<file path="src/rtl/kst_pkg.sv">
// kst_pkg: shared constants, types and character helpers for the keyed square cipher
// no dependencies; imported by kst_core, keyed_square_transpose_cipher and the testbench
package kst_pkg;

	localparam int SqSide = 5;
	localparam int SqSize = SqSide * SqSide;
	localparam int PosW   = $clog2(SqSize);
	localparam int CharW  = 8;
	localparam int KindW  = 3;
	localparam int MapDepth = 1 << CharW;

	// item kinds
	localparam logic [KindW-1:0] KIND_CLEAR  = 3'd0;
	localparam logic [KindW-1:0] KIND_KEY    = 3'd1;
	localparam logic [KindW-1:0] KIND_FINISH = 3'd2;
	localparam logic [KindW-1:0] KIND_ENC    = 3'd3;
	localparam logic [KindW-1:0] KIND_DEC    = 3'd4;

	localparam logic [CharW-1:0] CHAR_UP_A  = 8'h41;
	localparam logic [CharW-1:0] CHAR_UP_Z  = 8'h5a;
	localparam logic [CharW-1:0] CHAR_LOW_A = 8'h61;
	localparam logic [CharW-1:0] CHAR_LOW_Z = 8'h7a;
	localparam logic [CharW-1:0] CASE_DIFF  = 8'h20;

	typedef struct packed {
		logic [KindW-1:0] kind;
		logic [CharW-1:0] ch;
	} kst_req_t;

	typedef struct packed {
		logic [CharW-1:0] out_char;
		logic             found;
	} kst_res_t;

	function automatic logic [CharW-1:0] kst_to_up(input logic [CharW-1:0] c);
		kst_to_up = (c >= CHAR_LOW_A && c <= CHAR_LOW_Z) ? c - CASE_DIFF : c;
	endfunction

	function automatic logic [CharW-1:0] kst_to_low(input logic [CharW-1:0] c);
		kst_to_low = (c >= CHAR_UP_A && c <= CHAR_UP_Z) ? c + CASE_DIFF : c;
	endfunction

	// (row, col) -> (col, row) as a small constant table over the square
	function automatic logic [PosW-1:0] kst_transpose(input logic [PosW-1:0] pos);
		logic [PosW-1:0] t;
		t = '0;
		for (int r = 0; r < SqSide; r++) begin
			for (int c = 0; c < SqSide; c++) begin
				if (pos == PosW'(r * SqSide + c)) begin
					t = PosW'(c * SqSide + r);
				end
			end
		end
		kst_transpose = t;
	endfunction

endpackage

</file>
<file path="src/rtl/kst_ram.sv">
// kst_ram: generic simple dual-port ram, one write and one registered read port
// no dependencies
module kst_ram #(
	parameter int WIDTH = 8,
	parameter int DEPTH = 32
) (
	input  logic                     clk,
	input  logic                     we,
	input  logic [$clog2(DEPTH)-1:0] waddr,
	input  logic [WIDTH-1:0]         wdata,
	input  logic [$clog2(DEPTH)-1:0] raddr,
	output logic [WIDTH-1:0]         rdata
);

	logic [WIDTH-1:0] mem_q [DEPTH];

	always_ff @(posedge clk) begin
		if (we) begin
			mem_q[waddr] <= wdata;
		end
		rdata <= mem_q[raddr];
	end

endmodule

</file>
<file path="src/rtl/kst_core.sv">
// kst_core: sequencer around the square ram and the character-to-position map ram
// depends on kst_pkg and kst_ram
module kst_core
	import kst_pkg::*;
(
	input  logic     clk,
	input  logic     arst_n,
	input  logic     start,
	input  kst_req_t req,
	output logic     ready,
	output logic     res_valid,
	output kst_res_t res,
	input  logic     out_ready
);

	localparam logic [2:0] S_IDLE  = 3'd0;
	localparam logic [2:0] S_RDPOS = 3'd1;
	localparam logic [2:0] S_RDSQ  = 3'd2;
	localparam logic [2:0] S_CHECK = 3'd3;
	localparam logic [2:0] S_RDT   = 3'd4;
	localparam logic [2:0] S_OUT   = 3'd5;

	logic [2:0]       state_q;
	logic [PosW-1:0]  fill_q;
	logic [KindW-1:0] kind_q;
	logic [CharW-1:0] char_q;
	logic [CharW-1:0] probe_q;
	logic [PosW-1:0]  pos_q;
	logic [PosW-1:0]  trans_q;
	kst_res_t         res_q;

	logic [CharW-1:0] sq_rdata;
	logic [PosW-1:0]  pos_rdata;
	logic [PosW-1:0]  sq_raddr;
	logic [PosW-1:0]  trans_d;
	logic [PosW-1:0]  fill_after;
	logic [CharW-1:0] rdt_char;
	logic             hit;
	logic             miss;
	logic             is_lookup;
	logic             append_en;
	logic             more_letters;

	// square: position -> character
	kst_ram #(.WIDTH(CharW), .DEPTH(SqSize)) u_sq_ram (
		.clk   (clk),
		.we    (append_en),
		.waddr (fill_q),
		.wdata (probe_q),
		.raddr (sq_raddr),
		.rdata (sq_rdata)
	);

	// map: character -> position, checked against the square before use
	kst_ram #(.WIDTH(PosW), .DEPTH(MapDepth)) u_pos_ram (
		.clk   (clk),
		.we    (append_en),
		.waddr (probe_q),
		.wdata (fill_q),
		.raddr (probe_q),
		.rdata (pos_rdata)
	);

	always_comb begin
		hit = (pos_q < fill_q) && (sq_rdata == probe_q);
		if (hit) begin
			miss = 1'b0;
		end else begin
			miss = 1'b1;
		end
		is_lookup  = (kind_q == KIND_ENC) || (kind_q == KIND_DEC);
		append_en  = (state_q == S_CHECK) && !is_lookup && miss && (fill_q < PosW'(SqSize));
		fill_after = append_en ? fill_q + 1'b1 : fill_q;
		more_letters = (kind_q == KIND_FINISH) && (probe_q != CHAR_UP_Z)
			&& (fill_after < PosW'(SqSize));
		trans_d  = kst_transpose(pos_q);
		sq_raddr = (state_q == S_CHECK) ? trans_d : pos_rdata;
		rdt_char = (trans_q < fill_q) ? sq_rdata : '0;
		if (kind_q == KIND_DEC) begin
			rdt_char = kst_to_low(rdt_char);
		end
	end

	// control state
	always_ff @(posedge clk or negedge arst_n) begin
		if (!arst_n) begin
			state_q <= S_IDLE;
			fill_q  <= '0;
		end else begin
			case (state_q)
				S_IDLE: begin
					if (start) begin
						case (req.kind)
							KIND_CLEAR: fill_q <= '0;
							KIND_KEY, KIND_ENC, KIND_DEC: state_q <= S_RDPOS;
							KIND_FINISH: begin
								if (fill_q < PosW'(SqSize)) begin
									state_q <= S_RDPOS;
								end
							end
							default: state_q <= S_IDLE;
						endcase
					end
				end
				S_RDPOS: state_q <= S_RDSQ;
				S_RDSQ:  state_q <= S_CHECK;
				S_CHECK: begin
					fill_q <= fill_after;
					if (is_lookup) begin
						if (miss) begin
							state_q <= S_OUT;
						end else begin
							state_q <= S_RDT;
						end
					end else if (more_letters) begin
						state_q <= S_RDPOS;
					end else begin
						state_q <= S_IDLE;
					end
				end
				S_RDT: state_q <= S_OUT;
				S_OUT: begin
					if (out_ready) begin
						state_q <= S_IDLE;
					end
				end
				default: state_q <= S_IDLE;
			endcase
		end
	end

	// item payload
	always_ff @(posedge clk) begin
		case (state_q)
			S_IDLE: begin
				if (start) begin
					kind_q <= req.kind;
					char_q <= req.ch;
					case (req.kind)
						KIND_FINISH: probe_q <= CHAR_UP_A;
						KIND_DEC:    probe_q <= req.ch;
						default:     probe_q <= kst_to_up(req.ch);
					endcase
				end
			end
			S_RDSQ: pos_q <= pos_rdata;
			S_CHECK: begin
				trans_q <= trans_d;
				res_q   <= '{out_char: char_q, found: 1'b0};
				if (!is_lookup && more_letters) begin
					probe_q <= probe_q + 1'b1;
				end
			end
			S_RDT: res_q <= '{out_char: rdt_char, found: 1'b1};
			default: res_q <= res_q;
		endcase
	end

	assign ready     = (state_q == S_IDLE);
	assign res_valid = (state_q == S_OUT);
	assign res       = res_q;

	a_fill_bound: assert property (@(posedge clk) disable iff (!arst_n)
		fill_q <= PosW'(SqSize))
		else $error("fill count beyond square size");

	a_clear: assert property (@(posedge clk) disable iff (!arst_n)
		(start && ready && req.kind == KIND_CLEAR) |=> (fill_q == '0))
		else $error("clear did not empty the square");

	a_write_ok: assert property (@(posedge clk) disable iff (!arst_n)
		append_en |-> (state_q == S_CHECK && fill_q < PosW'(SqSize) && !is_lookup))
		else $error("square written outside an append");

	a_fill_step: assert property (@(posedge clk) disable iff (!arst_n)
		(state_q != S_CHECK && !(start && ready)) |=> $stable(fill_q))
		else $error("fill count moved without an item");

endmodule

</file>
<file path="src/rtl/keyed_square_transpose_cipher.sv">
// keyed_square_transpose_cipher: top level, stream ports and result register
// depends on kst_pkg and kst_core (which holds the two kst_ram instances)
//
// Keyed 5x5 square substitution. Send key characters (kind 1) to build the
// square in order, upper-cased and without repeats; extra key characters past 25
// are dropped. A finish item (kind 2) tops the square up with the missing
// letters from A. Encrypt (kind 3) and decrypt (kind 4) each return exactly one
// result transfer: the entry at the transposed (column, row) position, lower-cased
// on decrypt, with found=1, or the input character unchanged with found=0 when it
// is not in the square. Clear (kind 0) empties the square at once; clear, key,
// finish and unused kinds return nothing. The square lives in a 25-entry ram and
// a 256-entry character-to-position ram; a map entry is trusted only after the
// square ram confirms it, so neither ram needs a clearing pass after reset. One
// item is worked at a time: a key character takes a map read, a square read and a
// check/write; encrypt or decrypt takes the same reads and check and, when the
// character is found, one more square read for the transposed entry, then the
// hand-off to the result register, and goes straight to the hand-off when it is
// not. Finish repeats the map read, square read and check for each letter tried,
// and does nothing on a full square. The hand-off cycle stretches while the
// result register still holds an earlier result that downstream has not taken.
// The result register lets a new item start while a result still waits downstream.
module keyed_square_transpose_cipher
	import kst_pkg::*;
(
	input  logic        clk,
	input  logic        arst_n,
	input  logic        s_tvalid,
	output logic        s_tready,
	input  logic [7:0]  s_tdata,   // [7:0] in_char
	input  logic [2:0]  s_tuser,   // [2:0] kind
	output logic        m_tvalid,
	input  logic        m_tready,
	output logic [7:0]  m_tdata,   // [7:0] out_char
	output logic [0:0]  m_tuser    // [0] found
);

	kst_req_t req;
	kst_res_t res;
	logic     core_ready;
	logic     core_res_valid;
	logic     out_free;

	logic     m_tvalid_q;
	kst_res_t out_q;

	assign req = '{kind: s_tuser, ch: s_tdata};

	// the core only starts on an accepted transfer
	assign s_tready = core_ready;

	// result register is free when empty or drained this cycle
	assign out_free = !m_tvalid_q || m_tready;

	kst_core u_core (
		.clk       (clk),
		.arst_n    (arst_n),
		.start     (s_tvalid),
		.req       (req),
		.ready     (core_ready),
		.res_valid (core_res_valid),
		.res       (res),
		.out_ready (out_free)
	);

	// output valid flag
	always_ff @(posedge clk or negedge arst_n) begin
		if (!arst_n) begin
			m_tvalid_q <= 1'b0;
		end else if (out_free) begin
			m_tvalid_q <= core_res_valid;
		end
	end

	// output payload, loaded together with the valid flag
	always_ff @(posedge clk) begin
		if (out_free && core_res_valid) begin
			out_q <= res;
		end
	end

	assign m_tvalid = m_tvalid_q;
	assign m_tdata  = out_q.out_char;
	assign m_tuser  = out_q.found;

endmodule

</file>
<file path="config.mk">
export PLATFORM = sky130hd
export DESIGN_NAME = keyed_square_transpose_cipher
export DESIGN_NICKNAME = d
export VERILOG_FILES = /design/src/rtl/kst_pkg.sv /design/src/rtl/kst_ram.sv /design/src/rtl/kst_core.sv /design/src/rtl/keyed_square_transpose_cipher.sv
export SDC_FILE = /design/constraint.sdc
export NUM_CORES = 2
export LEC_CHECK = 0
export BUFFER_PORTS_ARGS = -buffer_cell sky130_fd_sc_hd__buf_2
export CORE_ASPECT_RATIO = 1.2
export CORE_UTILIZATION = 47
export CTS_CLUSTER_DIAMETER = 50
export DETAILED_ROUTE_END_ITERATION = 12
export GPL_ROUTABILITY_DRIVEN = 0
export PLACE_DENSITY = 0.65
export SLEW_MARGIN = 20
export SYNTH_ARGS = -nofsm -noshare
export SYNTH_HDL_FRONTEND = slang
export SYNTH_SLANG_ARGS = --single-unit
</file>
<file path="constraint.sdc">
create_clock -name clk -period 10.45 [get_ports clk]
set_input_delay 1.5675 -clock clk [delete_from_list [all_inputs] [get_ports clk]]
set_output_delay 1.5675 -clock clk [all_outputs]
set_load 0.03 [all_outputs]
</file>
==> results.tsv <==
stage	metric	value	unit
layout	drive_gt1_share	21.3	%
timing	final_hold_viol_count	0	
cts	cts_repair_resize_count	0	
logic_synthesis	synth_nets	3080	
job	cap_violations	0	
layout	final_area	68000	sq um
logic_synthesis	yosys_register_bits	1549	
floorplanning	start_util	47.5	%
floorplanning	die_h	397	um
timing	drv_slew	0	
cts	clkTransAtPathRegs	60	ps
placed_design	portBuffers	25	
cts	clkLatencyLatePin	780	ps
cts	postCtsHoldBufs	0	
cts	clock_sinks	1549	
timing	fmaxAchievable	213	MHz
logic_synthesis	postSynthAreaPerCell	20.0	sq um
route	drc	0	
logic_synthesis	synth_seq_area_share	75.9	%
global_routing	grt_max_degree	262	
cts	htree_levels	4	
cts	tritoncts	yes	
route	wl	144000	um
layout	fin_nets	3132	
route	final_antenna_net_count	0	
layout	mostFrequentLayoutCell	edfxtp_1	
placed_design	dpl.hpwl	86700	um
power	power_density	253	nW/um^2
global_routing	overflow	0	
worst_hold_path	min_path_type	reg -> reg	
timing	fin_tns_setup	0	ps
cts	numCtsBuffers	146	
cts	clk_path_buf_depth	3	
timing	rsz0062_at_grt	no	
cts	cts_setup_buffers	0	
layout	area_delta_synth_final	11.4	%
setup_path	endpoint_kind	flop	
cts	root_buffer	clkbuf_16	
setup_path	critPathLaunchType	flop	
route	wire_per_inst	29.4	um
setup_path	worstSetupStartpoint	u_core.probe_q[0]	
floorplanning	rows	144	
power	vdd_drop_max	0.000232	V
timing	setup-violations-final	0	
logic_synthesis	synth_top_area_share	75.1	%
route	vias_per_cell	6.10	
floorplanning	die_area	131000	sq um
setup_path	critPathKind	reg -> reg	
worst_hold_path	hp-start	u_core.res[8]	
global_routing	first_global_vias	31000	
setup_path	cp.required	11100	ps
setup_path	critPathArrivalTime	5350	ps
setup_path	timing.rr.end	u_core.u_pos_ram.rdata[4]	
floorplanning	io-pin-count	26	
setup_path	r2r_cells	9	
timing	layout_min_cycle_time	4700	ps
setup_path	regToRegStartpoint	u_core.probe_q[0]	
route	vias	29900	
layout	most-common-layout-cells	1527 x edfxtp_1, 360 x mux4_2, 303 x nor2_1	
worst_hold_path	whs_path_depth	0	
logic_synthesis	synth_edf_count	1527	
logic_synthesis	ys_warn_count	0	
logic_synthesis	netlist_area	61100	sq um
global_routing	grt_antenna_before_repair	1	
worst_hold_path	hold_path_end	m_tdata[7]	
logic_synthesis	netlist_instances	3047	
placed_design	dpl_cell_area	63100	sq um
route	first_iter_violations	3346	
global_routing	grt_usage	22.2	%
floorplanning	die_w	331	um
power	p_leak	21.4	nW
timing	relSlewSlack	25.4	%
logic_synthesis	synth_ff_type	edfxtp_1	
timing	min_period_over_period	45.0	%
timing	tightest_slew	1120	ps
route	first_pass_iters	8	
outcome	status	finished, final reports clean	
floorplanning	core_area	129000	sq um
setup_path	rrSetupSlack	5750	ps
layout	n_antenna_cell	0	
logic_synthesis	yosysTopAreaCell	edfxtp_1	
setup_path	path_max_fanout	75	
global_routing	grt_pass1_wl	210000	um
timing	clock_skew	31.6	ps
logic_synthesis	synthTopCellsByArea	edfxtp_1 75%, mux4_2 13%, mux2i_1 2.0%, nor2_1 1.9%, clkbuf_1 0.62%	
logic_synthesis	async_reset_ff_share	0.581	%
logic_synthesis	synth.distinct_cells	55	
stage by stage:
step,cells,hold WS [ps],total power [mW],worst slack (ps),utilization (%)
3_5_place_dp,4627,415,12.0,5630,49.1
2_1_floorplan,3047,400,10.7,3790,-
5_1_grt,4899,440,17.7,5310,52.9
3_3_place_gp,4627,421,11.8,5770,49.0
6_report,4899,427,17.2,5750,52.9
4_1_cts,4896,430,17.2,5610,52.8
cells in the mapped netlist, types with 8 or more instances:
cell type  count
clkbuf_1     101
nand2_1       58
a211o_1        9
a21oi_1       52
a221oi_1      19
a211oi_1      49
mux2i_1      123
a22o_1        19
buf_4          8
ha_1          18
o221ai_1      11
dfxtp_1       13
o21ai_0       20
buf_6          8
nor3_1         9
xnor2_1       13
mux4_2       360
o22ai_1       21
nor2_1       305
dfrtp_1        9
buf_1         16
nand3_1       44
a22oi_1       27
inv_1         23
edfxtp_1    1527
nor2b_1       48
buf_2         53
metal layers:
layer / global-route usage (%) / vias to the layer above / share of wire, %
met1: 28.3 / 15700 / 38
met4: 8.76 / 2 / 3.9
met5: 0 / - / 0.011
met2: 37.7 / 1276 / 51
li1: - / 12600 / -
met3: 4.14 / 272 / 7.0
report_power, final:
part | switching [mW] | internal [mW]
Sequential | 0.238 | 7.69
Clock | 2.30 | 3.03
Combinational | 2.56 | 1.36
logic make-up after synthesis:
family                   after synthesis  share of synthesized area (%)
flip-flops                          1549                           75.9
AO/OA/AOI/OAI                        264                           3.05
multiplexers                         483                           15.3
XOR/XNOR                              20                          0.287
AND/OR/NAND/NOR                      504                           3.60
buffers and inverters                209                           1.54
adder cells (fa/ha/maj)               18                          0.369
cell type report:
| class | count | area, sq um |
|---|---|---|
| clock buffer | 181 | 4020 |
| clock inverter | 88 | 827 |
| fill | 9846 | 60600 |
| inverter | 23 | 86.3 |
| multi-input combinational | 1289 | 13900 |
| sequential | 1549 | 46400 |
| tap | 1679 | 2100 |
| timing repair buffer | 90 | 768 |
worst max-delay path by stage:
stage | slack [ps] | end | cells after the start
final | 5750 | u_core.u_pos_ram.rdata[4] | 9
after global routing | 5310 | u_core.u_pos_ram.rdata[4] | 9
after CTS | 5610 | u_core.u_pos_ram.mem_q[7][2] | 10
after detailed placement | 5630 | u_core.u_pos_ram.mem_q[7][2] | 10
after global placement | 5770 | u_core.u_pos_ram.mem_q[6][0] | 10
after floorplan | 3790 | u_core.u_sq_ram.mem_q[24][0] | 9
sequential cells by signal, indices dropped and copies added (netlist names):
signal,count
u_core.probe_q,8
u_core.u_sq_ram.mem_q,200
u_core.char_q,8
m_tvalid,1
u_core.u_sq_ram.rdata,8
u_core.kind_q,3
u_core.state_q,3
u_core.pos_q,5
u_core.fill_q,5
m_tdata,8
u_core.res,9
u_core.u_pos_ram.rdata,5
u_core.u_pos_ram.mem_q,1280
u_core.trans_q,5
m_tuser,1
critical path, cell delays in order (launching register included):
cell and delay (ps):
edfxtp_1 450, buf_12 470, buf_4 650, buf_4 670, mux4_2 580, mux4_2 490
nor2b_1 190, a2111oi_0 470, nand4_1 160, a311o_1 350
(Power assumes the default switching activity.)
